==> src/design/rrps_pkg.sv <==
// Shared types, constants and the control program of the round-robin scheduler.
`timescale 1ns / 1ps

package rrps_pkg;

  localparam int MAX_PROCS_DEF = 16;

  localparam int TQ_W     = 16;
  localparam int PC_W     = 5;
  localparam int SLOT_W   = 4;
  localparam int BT_W     = 16;
  localparam int AT_W     = 16;
  localparam int KIND_W   = 2;
  localparam int TIME_W   = 21;
  localparam int FCNT_W   = 5;
  localparam int CFG_W    = 16;
  localparam int CFG_IX_W = 1;

  localparam logic [TQ_W-1:0] TQ_RESET = 16'd4;
  localparam logic [PC_W-1:0] PC_RESET = 5'd1;

  typedef enum logic [CFG_IX_W-1:0] {
    REG_TIME_QUANTUM  = 1'b0,
    REG_PROCESS_COUNT = 1'b1
  } reg_idx_t;

  typedef enum logic [0:0] {
    CMD_LOAD = 1'b0,
    CMD_STEP = 1'b1
  } cmd_t;

  typedef enum logic [KIND_W-1:0] {
    KIND_RUN  = 2'd0,
    KIND_IDLE = 2'd1,
    KIND_DONE = 2'd2
  } kind_t;

  // Program steps
  typedef enum logic [3:0] {
    L_IDLE,
    L_DISP,
    L_ST0,
    L_SCAN,
    L_TEST,
    L_PASS_END,
    L_TICK,
    L_DONE,
    L_RUN,
    L_TAT,
    L_WAIT,
    L_EMIT,
    L_LD0,
    L_CP_RD,
    L_CP_WR
  } label_t;

  // Jump conditions
  typedef enum logic [3:0] {
    C_ALWAYS,
    C_NO_FIRE,
    C_IS_LOAD,
    C_DONE,
    C_IDX_END,
    C_NOT_RUNNABLE,
    C_RAN,
    C_OUT_BUSY,
    C_SLOT_BAD,
    C_IDX_FULL
  } cond_t;

  // Datapath actions
  typedef enum logic [3:0] {
    A_NONE,
    A_CAPTURE,
    A_IDX_START,
    A_SKIP,
    A_PASS_RESTART,
    A_TICK,
    A_DONE,
    A_RUN,
    A_TAT,
    A_WAIT,
    A_EMIT,
    A_LOAD,
    A_COPY
  } act_t;

  typedef struct packed {
    act_t   act;
    cond_t  cond;
    label_t on_true;
    label_t on_false;
  } ctrl_word_t;

  // Datapath flags seen by the sequencer
  typedef struct packed {
    logic fire;
    logic is_load;
    logic done;
    logic idx_end;
    logic not_runnable;
    logic ran;
    logic out_busy;
    logic slot_bad;
    logic idx_full;
  } status_t;

  // Action of the current step and whether its jump was taken
  typedef struct packed {
    act_t act;
    logic taken;
  } ctrl_t;

  // Control store
  function automatic ctrl_word_t ucode(input label_t l);
    ctrl_word_t w;
    case (l)
      L_IDLE:     w = '{A_CAPTURE,      C_NO_FIRE,      L_IDLE,     L_DISP};
      L_DISP:     w = '{A_NONE,         C_IS_LOAD,      L_LD0,      L_ST0};
      L_ST0:      w = '{A_IDX_START,    C_DONE,         L_DONE,     L_SCAN};
      L_SCAN:     w = '{A_NONE,         C_IDX_END,      L_PASS_END, L_TEST};
      L_TEST:     w = '{A_SKIP,         C_NOT_RUNNABLE, L_SCAN,     L_RUN};
      L_PASS_END: w = '{A_PASS_RESTART, C_RAN,          L_SCAN,     L_TICK};
      L_TICK:     w = '{A_TICK,         C_ALWAYS,       L_EMIT,     L_EMIT};
      L_DONE:     w = '{A_DONE,         C_ALWAYS,       L_EMIT,     L_EMIT};
      L_RUN:      w = '{A_RUN,          C_ALWAYS,       L_TAT,      L_TAT};
      L_TAT:      w = '{A_TAT,          C_ALWAYS,       L_WAIT,     L_WAIT};
      L_WAIT:     w = '{A_WAIT,         C_ALWAYS,       L_EMIT,     L_EMIT};
      L_EMIT:     w = '{A_EMIT,         C_OUT_BUSY,     L_EMIT,     L_IDLE};
      L_LD0:      w = '{A_LOAD,         C_SLOT_BAD,     L_IDLE,     L_CP_RD};
      L_CP_RD:    w = '{A_NONE,         C_IDX_FULL,     L_IDLE,     L_CP_WR};
      L_CP_WR:    w = '{A_COPY,         C_ALWAYS,       L_CP_RD,    L_CP_RD};
      default:    w = '{A_NONE,         C_ALWAYS,       L_IDLE,     L_IDLE};
    endcase
    return w;
  endfunction

endpackage

==> src/design/round_robin_process_scheduler_top.sv <==
// Top level of the round-robin process scheduler: datapath, RAMs and sequencer.
`timescale 1ns / 1ps

// Round-robin scheduler with a fixed time quantum.
// Input channel (item_valid/item_stall): cmd selects a load of one process
// slot (burst_time, arrival_time) or one scheduling step. A load to a valid
// slot restarts the schedule, and a load gives no result; a step gives exactly
// one result item on the output channel (result_valid/result_stall).
// Configuration: cfg_write_en writes cfg_data into register cfg_index
// (0 time_quantum, 1 process_count) at the clock edge; write only while idle.
// Timing: items are processed one at a time by a microcoded sequencer.
// A step visits slots over up to two passes of process_count slots and ends
// in an idle tick, done or a slice. A load to a valid slot ends with a sweep
// that copies every burst of all MAX_PROCS slots into the remaining-time RAM.
// A finished result sits in the output register; when the receiver stalls,
// the next step waits in its emit step until the register is taken.
// Reset: time_quantum 4, process_count 1, clock and pass state zero, no
// result pending, input stalled while rst is high. Slot RAMs are undefined.
module round_robin_process_scheduler_top
  import rrps_pkg::*;
#(
  parameter int MAX_PROCS = MAX_PROCS_DEF
) (
  input  logic                clk,
  input  logic                rst,
  input  logic                cfg_write_en,
  input  logic [CFG_IX_W-1:0] cfg_index,
  input  logic [CFG_W-1:0]    cfg_data,
  input  logic                item_valid,
  output logic                item_stall,
  input  logic                cmd,
  input  logic [SLOT_W-1:0]   slot,
  input  logic [BT_W-1:0]     burst_time,
  input  logic [AT_W-1:0]     arrival_time,
  output logic                result_valid,
  input  logic                result_stall,
  output logic [KIND_W-1:0]   kind,
  output logic [SLOT_W-1:0]   process,
  output logic [BT_W-1:0]     slice_length,
  output logic [TIME_W-1:0]   time_after,
  output logic                finished,
  output logic [TIME_W-1:0]   turnaround,
  output logic [TIME_W-1:0]   waiting
);

  localparam int AW = (MAX_PROCS > 1) ? $clog2(MAX_PROCS) : 1;
  localparam int CW = $clog2(MAX_PROCS + 1);
  localparam int PW = (CW > PC_W) ? CW : PC_W;
  localparam int PROG_W = BT_W + AT_W;

  // Configuration and schedule state
  logic [TQ_W-1:0]   tq;
  logic [PC_W-1:0]   pc;
  logic [TIME_W-1:0] clock_cnt;
  logic [AW-1:0]     ptr;
  logic              ran;
  logic [FCNT_W-1:0] fin_cnt;

  // Captured item and working registers
  logic              it_cmd;
  logic [SLOT_W-1:0] it_slot;
  logic [BT_W-1:0]   it_burst;
  logic [AT_W-1:0]   it_arr;
  logic [CW-1:0]     idx;
  logic              rem_zero;
  logic [TIME_W-1:0] tat;

  // Staged result
  logic [KIND_W-1:0] res_kind;
  logic [SLOT_W-1:0] res_proc;
  logic [BT_W-1:0]   res_slice;
  logic [TIME_W-1:0] res_time;
  logic              res_fin;
  logic [TIME_W-1:0] res_tat;
  logic [TIME_W-1:0] res_wait;

  // RAM ports
  logic              prog_we;
  logic [PROG_W-1:0] prog_wdata;
  logic [PROG_W-1:0] prog_rdata;
  logic              rem_we;
  logic [BT_W-1:0]   rem_wdata;
  logic [BT_W-1:0]   rem_rdata;
  logic [BT_W-1:0]   rd_burst;
  logic [AT_W-1:0]   rd_arr;

  // Derived values
  logic [PW-1:0]     pc_ext;
  logic [PW-1:0]     n_sat;
  logic [CW-1:0]     n;
  logic [CW-1:0]     ptr_ext;
  logic [CW-1:0]     start_idx;
  logic [CW-1:0]     idx_inc;
  logic [TQ_W-1:0]   q;
  logic [BT_W-1:0]   sl;
  logic [BT_W-1:0]   burst_fix;
  logic              emit_now;

  status_t status;
  ctrl_t   ctrl;

  rrps_seq u_seq (
    .clk    (clk),
    .rst    (rst),
    .status (status),
    .ctrl   (ctrl)
  );

  // Burst and arrival per slot
  rrps_ram #(.WIDTH(PROG_W), .DEPTH(MAX_PROCS)) u_prog_ram (
    .clk   (clk),
    .we    (prog_we),
    .waddr (AW'(it_slot)),
    .wdata (prog_wdata),
    .raddr (idx[AW-1:0]),
    .rdata (prog_rdata)
  );

  // Remaining work per slot
  rrps_ram #(.WIDTH(BT_W), .DEPTH(MAX_PROCS)) u_rem_ram (
    .clk   (clk),
    .we    (rem_we),
    .waddr (idx[AW-1:0]),
    .wdata (rem_wdata),
    .raddr (idx[AW-1:0]),
    .rdata (rem_rdata)
  );

  // Datapath combinational logic
  always_comb begin
    rd_burst   = prog_rdata[PROG_W-1:AT_W];
    rd_arr     = prog_rdata[AT_W-1:0];
    pc_ext     = PW'(pc);
    n_sat      = (pc_ext > PW'(MAX_PROCS)) ? PW'(MAX_PROCS) : pc_ext;
    n          = n_sat[CW-1:0];
    ptr_ext    = CW'(ptr);
    start_idx  = (ptr_ext < n) ? ptr_ext : n;
    idx_inc    = idx + CW'(1);
    q          = (tq == '0) ? TQ_W'(1) : tq;
    sl         = (rem_rdata > q) ? q : rem_rdata;
    burst_fix  = (it_burst == '0) ? BT_W'(1) : it_burst;
    prog_we    = (ctrl.act == A_LOAD) && !ctrl.taken;
    prog_wdata = {burst_fix, it_arr};
    rem_we     = (ctrl.act == A_RUN) || (ctrl.act == A_COPY);
    rem_wdata  = (ctrl.act == A_RUN) ? (rem_rdata - sl) : rd_burst;
    emit_now   = (ctrl.act == A_EMIT) && !ctrl.taken;
    item_stall = rst || (ctrl.act != A_CAPTURE);

    status.fire         = item_valid;
    status.is_load      = (it_cmd == CMD_LOAD);
    status.done         = (PW'(fin_cnt) >= n_sat);
    status.idx_end      = (idx >= n);
    status.not_runnable = !((TIME_W'(rd_arr) <= clock_cnt) && (rem_rdata != '0));
    status.ran          = ran;
    status.out_busy     = result_valid && result_stall;
    status.slot_bad     = (32'(it_slot) >= 32'(MAX_PROCS));
    status.idx_full     = (idx >= CW'(MAX_PROCS));
  end

  // Configuration registers and schedule state
  always_ff @(posedge clk) begin
    if (rst) begin
      tq           <= TQ_RESET;
      pc           <= PC_RESET;
      clock_cnt    <= '0;
      ptr          <= '0;
      ran          <= 1'b0;
      fin_cnt      <= '0;
      result_valid <= 1'b0;
    end else begin
      if (cfg_write_en) begin
        case (reg_idx_t'(cfg_index))
          REG_TIME_QUANTUM:  tq <= cfg_data[TQ_W-1:0];
          REG_PROCESS_COUNT: pc <= cfg_data[PC_W-1:0];
          default: ;
        endcase
      end

      // Hold the result until taken
      if (emit_now) begin
        result_valid <= 1'b1;
      end else if (!result_stall) begin
        result_valid <= 1'b0;
      end

      case (ctrl.act)
        A_PASS_RESTART: begin
          ptr <= '0;
          ran <= 1'b0;
        end
        A_TICK: begin
          clock_cnt <= clock_cnt + TIME_W'(1);
          ptr       <= '0;
          ran       <= 1'b0;
        end
        A_RUN: begin
          clock_cnt <= clock_cnt + TIME_W'(sl);
          // Wrap to slot 0 at the end of the pass
          if (idx_inc >= n) begin
            ptr <= '0;
            ran <= 1'b0;
          end else begin
            ptr <= AW'(idx_inc);
            ran <= 1'b1;
          end
        end
        A_TAT: begin
          if (rem_zero) begin
            fin_cnt <= fin_cnt + FCNT_W'(1);
          end
        end
        A_LOAD: begin
          // Restart the schedule
          if (!ctrl.taken) begin
            clock_cnt <= '0;
            ptr       <= '0;
            ran       <= 1'b0;
            fin_cnt   <= '0;
          end
        end
        default: ;
      endcase
    end
  end

  // Working registers and staged result
  always_ff @(posedge clk) begin
    case (ctrl.act)
      A_CAPTURE: begin
        if (!ctrl.taken) begin
          it_cmd   <= cmd;
          it_slot  <= slot;
          it_burst <= burst_time;
          it_arr   <= arrival_time;
        end
      end
      A_IDX_START: idx <= start_idx;
      A_SKIP: begin
        if (ctrl.taken) begin
          idx <= idx_inc;
        end
      end
      A_PASS_RESTART: idx <= '0;
      A_TICK: begin
        res_kind  <= KIND_IDLE;
        res_proc  <= '0;
        res_slice <= '0;
        res_time  <= clock_cnt + TIME_W'(1);
        res_fin   <= 1'b0;
        res_tat   <= '0;
        res_wait  <= '0;
      end
      A_DONE: begin
        res_kind  <= KIND_DONE;
        res_proc  <= '0;
        res_slice <= '0;
        res_time  <= clock_cnt;
        res_fin   <= 1'b0;
        res_tat   <= '0;
        res_wait  <= '0;
      end
      A_RUN: begin
        res_kind  <= KIND_RUN;
        res_proc  <= SLOT_W'(idx);
        res_slice <= sl;
        rem_zero  <= (rem_rdata == sl);
      end
      A_TAT: tat <= clock_cnt - TIME_W'(rd_arr);
      A_WAIT: begin
        res_time <= clock_cnt;
        res_fin  <= rem_zero;
        res_tat  <= rem_zero ? tat : '0;
        res_wait <= rem_zero ? (tat - TIME_W'(rd_burst)) : '0;
      end
      A_LOAD: begin
        if (!ctrl.taken) begin
          idx <= '0;
        end
      end
      A_COPY: idx <= idx_inc;
      default: ;
    endcase
  end

  // Output register
  always_ff @(posedge clk) begin
    if (emit_now) begin
      kind         <= res_kind;
      process      <= res_proc;
      slice_length <= res_slice;
      time_after   <= res_time;
      finished     <= res_fin;
      turnaround   <= res_tat;
      waiting      <= res_wait;
    end
  end

endmodule

==> src/design/rrps_ram.sv <==
// Generic single-write, single-read RAM with registered read data.
`timescale 1ns / 1ps

module rrps_ram #(
  parameter int WIDTH = 16,
  parameter int DEPTH = 16,
  localparam int AW = (DEPTH > 1) ? $clog2(DEPTH) : 1
) (
  input  logic             clk,
  input  logic             we,
  input  logic [AW-1:0]    waddr,
  input  logic [WIDTH-1:0] wdata,
  input  logic [AW-1:0]    raddr,
  output logic [WIDTH-1:0] rdata
);

  logic [WIDTH-1:0] mem [DEPTH];

  // Write port
  always_ff @(posedge clk) begin
    if (we) begin
      mem[waddr] <= wdata;
    end
  end

  // Registered read port
  always_ff @(posedge clk) begin
    rdata <= mem[raddr];
  end

endmodule

==> src/design/rrps_seq.sv <==
// Microcode sequencer: step counter, control store lookup and jump logic.
`timescale 1ns / 1ps

module rrps_seq
  import rrps_pkg::*;
(
  input  logic    clk,
  input  logic    rst,
  input  status_t status,
  output ctrl_t   ctrl
);

  label_t     upc;
  label_t     upc_next;
  ctrl_word_t word;
  logic       hit;

  // Step counter
  always_ff @(posedge clk) begin
    if (rst) begin
      upc <= L_IDLE;
    end else begin
      upc <= upc_next;
    end
  end

  // Decode the current word and pick the next step
  always_comb begin
    word = ucode(upc);
    case (word.cond)
      C_ALWAYS:       hit = 1'b1;
      C_NO_FIRE:      hit = !status.fire;
      C_IS_LOAD:      hit = status.is_load;
      C_DONE:         hit = status.done;
      C_IDX_END:      hit = status.idx_end;
      C_NOT_RUNNABLE: hit = status.not_runnable;
      C_RAN:          hit = status.ran;
      C_OUT_BUSY:     hit = status.out_busy;
      C_SLOT_BAD:     hit = status.slot_bad;
      C_IDX_FULL:     hit = status.idx_full;
      default:        hit = 1'b0;
    endcase
    upc_next   = hit ? word.on_true : word.on_false;
    ctrl.act   = word.act;
    ctrl.taken = hit;
  end

endmodule
==> config.mk <==
export PLATFORM = sky130hd
export DESIGN_NAME = round_robin_process_scheduler_top
export DESIGN_NICKNAME = d
export VERILOG_FILES = /design/src/design/rrps_pkg.sv /design/src/design/round_robin_process_scheduler_top.sv /design/src/design/rrps_ram.sv /design/src/design/rrps_seq.sv
export SDC_FILE = /design/constraint.sdc
export NUM_CORES = 1
export LEC_CHECK = 0
export ABC_AREA = 1
export CAP_MARGIN = 20
export CORE_MARGIN = 2
export CORE_UTILIZATION = 35
export DETAILED_ROUTE_END_ITERATION = 8
export DONT_BUFFER_PORTS = 1
export PLACE_DENSITY = 0.53
export SLEW_MARGIN = 20
export SYNTH_ARGS = -nofsm -noshare
export SYNTH_HDL_FRONTEND = slang
export SYNTH_HIERARCHICAL = 1
export SYNTH_SLANG_ARGS = --single-unit
export TNS_END_PERCENT = 10
==> constraint.sdc <==
create_clock -name clk -period 12 [get_ports clk]
set_clock_uncertainty 0.15 [all_clocks]
set_input_delay 1.8 -clock clk [delete_from_list [all_inputs] [get_ports clk]]
set_output_delay 1.8 -clock clk [all_outputs]
set_load 0.01 [all_outputs]
==> flow_summary_export.csv <==
group,metric,value,unit
outcome,outcome,"completed",
cts,post_cts_resized,0,
floorplan,placementRows,139,
synth,ys_types,54,
cts,cts_tree,"yes",
cts,cts-root-buf,"clkbuf_16",
placed_design,gp_routability_congestion,0.909,
sta,fin_crit_sh,0.469,
pwr,ir_worst_vdd,0.158,mV
drt,drc,0,
global_route,use_met1,0.243,
pwr,cellLeakagePower,0.0237,µW
sta,hold_viol,0,
synth,syn-num-nets,5231,
run,cap_viol_max_count,0,
synth,synthFlopType,"edfxtp_1",
placed_design,port_buffers,0,
worst_hold_path,min_path_type,"register to register",
floorplan,start_util,0.354,
sta,maxSlewViolCount,0,
global_route,grt_use_met2,0.302,
worst_setup_path,end_kind,"register",
layout,layout_commonest_cell,"nand2_1",
floorplan,die_area,148000,µm²
floorplan,ios,147,
pwr,p_total,14100,µW
cts,cts_sinks,1121,
sta,fin_setup_tns,0,ns
drt,via_per_inst,4.80,
cts,insertion_delay,0.74,ns
synth,ys_ff_latch,1121,
drt,via_count,33800,
drt,ant_nets,0,
sta,max_freq,178,MHz
global_route,grt.met3_usage,0.0386,
layout,nFillCells,13800,
floorplan,die_width,385,µm
drt,wl,137,mm
global_route,busiest_layer,"met2",
floorplan,coreArea,144000,µm²
layout,finalNetCount,5211,
sta,setup_violations,0,
sta,slew_headroom,0.248,
global_route,grt_use_total,0.184,
global_route,antenna_found_initial,25,
synth,synth_area_per_cell,10.1,µm²
global_route,grt_max_degree,185,
cts,clk_pin_slew,0.06,ns
worst_setup_path,critPathLaunchType,"register",
cts,cts.htree.levels,3,
cts,hold_buffers,0,
drt,dr.first_iter.drc_count,2670,
floorplan,die_h,385,µm
sta,finalCriticalPeriod,5.63,ns
drt,dr.pass1.iters,5,
worst_setup_path,worstPathRequired,12.19,ns
drt,wl_per_cell,19.5,µm
worst_setup_path,arrival,5.82,ns
worst_setup_path,reg2reg_setup_slack,6.37,ns
worst_setup_path,crit_type,"register to register",
synth,synth_async_sr_flop_share,0,
placed_design,hpwl,83.3,mm
global_route,gr-total-overflow,0,
cts,cts_setup_buffers,0,
synth,yosysSeqAreaShare,0.639,
synth,synth-edff-count,1004,
pwr,power_density,248,nW/µm²
sta,worstMarginPinSlew,1.13,ns
sta,rsz0062_at_grt,"no",
layout,synthToLayoutAreaGrowth,11.7,%
layout,final_cell_mix,"nand2_1, edfxtp_1, inv_1",
synth,syn_inst,5059,
worst_setup_path,crit_fanout,32,
synth,synthesis.area,50900,µm²
synth,yosysWarnings,6,
cts,cts_made_buffers,118,
cts,cts_buffer_depth,3,
global_route,grt_pass1_vias,32200,
global_route,grt_pass1_wl,205,mm
layout,drive_gt1_frac,0.0700,
-- worst max-delay path: stages, from the launching register on --
cell and delay, ns:
dfxtp_1 0.31, inv_1 0.15, nand4_1 0.12, nor3_1 0.30, a21oi_1 0.13, inv_1 0.08, ha_1 0.13, inv_1 0.04
nand2_1 0.04, nand2_1 0.05, nand2_1 0.05, nand2_1 0.05, nand2_1 0.06, nand2_1 0.05, nand2_1 0.05, nand2_1 0.07
nand2_1 0.83, o21ai_0 0.43, ha_1 0.34, fa_1 0.43, o21ai_2 0.24, a21oi_1 0.18, o21bai_1 0.27, nand3_1 0.14
nand2_1 0.08, nand2_1 0.04, nand3_1 0.06, nand2_1 0.33
-- layout make-up --
cell class | count | area (µm²) | share of cell area
Clock buffer | 159 | 3280 | 0.0578
Inverter | 833 | 3140 | 0.0553
Timing Repair Buffer | 73 | 586 | 0.0103
Sequential cell | 1121 | 32500 | 0.572
Multi-Input combinational cell | 2892 | 14100 | 0.249
Clock inverter | 63 | 769 | 0.0136
Tap cell | 1903 | 2380 | 0.0419
Antenna cell | 2 | 5.00 | 0.0000881
-- final timing paths --
check                    start                    end  cells past startpoint
hold / removal    res_wait[13]            waiting[13]                      0
setup / recovery        tq[15]  u_rem_ram/mem[15][14]                     27
hold reg to reg   res_wait[13]            waiting[13]                      0
setup reg to reg        tq[15]  u_rem_ram/mem[15][14]                     27
-- synth_stat cells (3+ instances only) --
library cell,instances,area share
a211oi_1,3,0.00044
a21o_1,9,0.0013
a21oi_1,151,0.015
a31oi_1,9,0.0011
buf_1,16,0.0012
buf_2,71,0.0070
buf_4,30,0.0044
buf_6,36,0.0080
clkbuf_1,59,0.0044
dfxtp_1,117,0.046
edfxtp_1,1004,0.59
fa_1,4,0.0016
ha_1,109,0.027
inv_1,822,0.061
inv_2,10,0.00074
nand2_1,1384,0.10
nand2_2,16,0.0020
nand3_1,671,0.066
nand3_2,4,0.00079
nand3b_1,9,0.0013
nand4_1,28,0.0034
nor2_1,205,0.015
nor2_2,10,0.0012
nor2_4,3,0.00066
nor3_1,21,0.0021
nor4_1,12,0.0015
o211ai_1,3,0.00044
o21a_1,16,0.0024
o21ai_0,119,0.012
o21ai_1,16,0.0016
o21bai_1,10,0.0015
or2_2,9,0.0011
xnor2_1,10,0.0017
xor2_1,36,0.0062
-- logic make-up (layout without fill, tap and decap cells) --
group / after synthesis / in the layout / synth area share
fa+ha+maj: 113 / 113 / 0.0284
flops: 1121 / 1121 / 0.639
simple gates: 2382 / 2382 / 0.200
compound gates: 350 / 350 / 0.0380
xor+xnor: 46 / 46 / 0.00792
other cells: 1 / 3 / 0.0000737
buf+inv: 1046 / 1128 / 0.0869
-- stage by stage --
| stage | instances | hold slack (ns) | utilization | cell area (µm²) | worst slack (ns) |
|---|---|---|---|---|---|
| finish | 7046 | 0.251 | 0.395 | 56800 | 6.37 |
| global route | 7045 | 0.269 | 0.395 | 56800 | 5.90 |
| CTS | 7044 | 0.258 | 0.395 | 56800 | 6.17 |
| detailed placement | 6822 | 0.255 | 0.367 | 52700 | 6.24 |
| global placement | 6822 | 0.252 | 0.367 | 52700 | 6.24 |
| floorplan | 5059 | 0.250 | - | 50900 | 2.86 |
-- power by group --
| part | internal (µW) | switching, µW | leakage, µW |
|---|---|---|---|
| combinational | 1420 | 3600 | 0.0116 |
| clock | 2240 | 1540 | 0.00198 |
| sequential | 4910 | 357 | 0.0101 |
| total | 8570 | 5500 | 0.0237 |
-- flip-flops by register name (all words and copies together) (netlist names), 21 cells and up --
name              cells
clock_cnt            21
res_tat              21
res_time             21
res_wait             21
tat                  21
time_after           21
turnaround           21
u_prog_ram/mem      512
u_prog_ram/rdata     32
u_rem_ram/mem       256
waiting              21
-- metal layers --
layer  part of all wire  routed length (µm)
met5             0.0014                 186
met4              0.033                4480
met1               0.44               59800
met3              0.064                8790
met2               0.47               64100
Power figures use the tool's default switching activity.
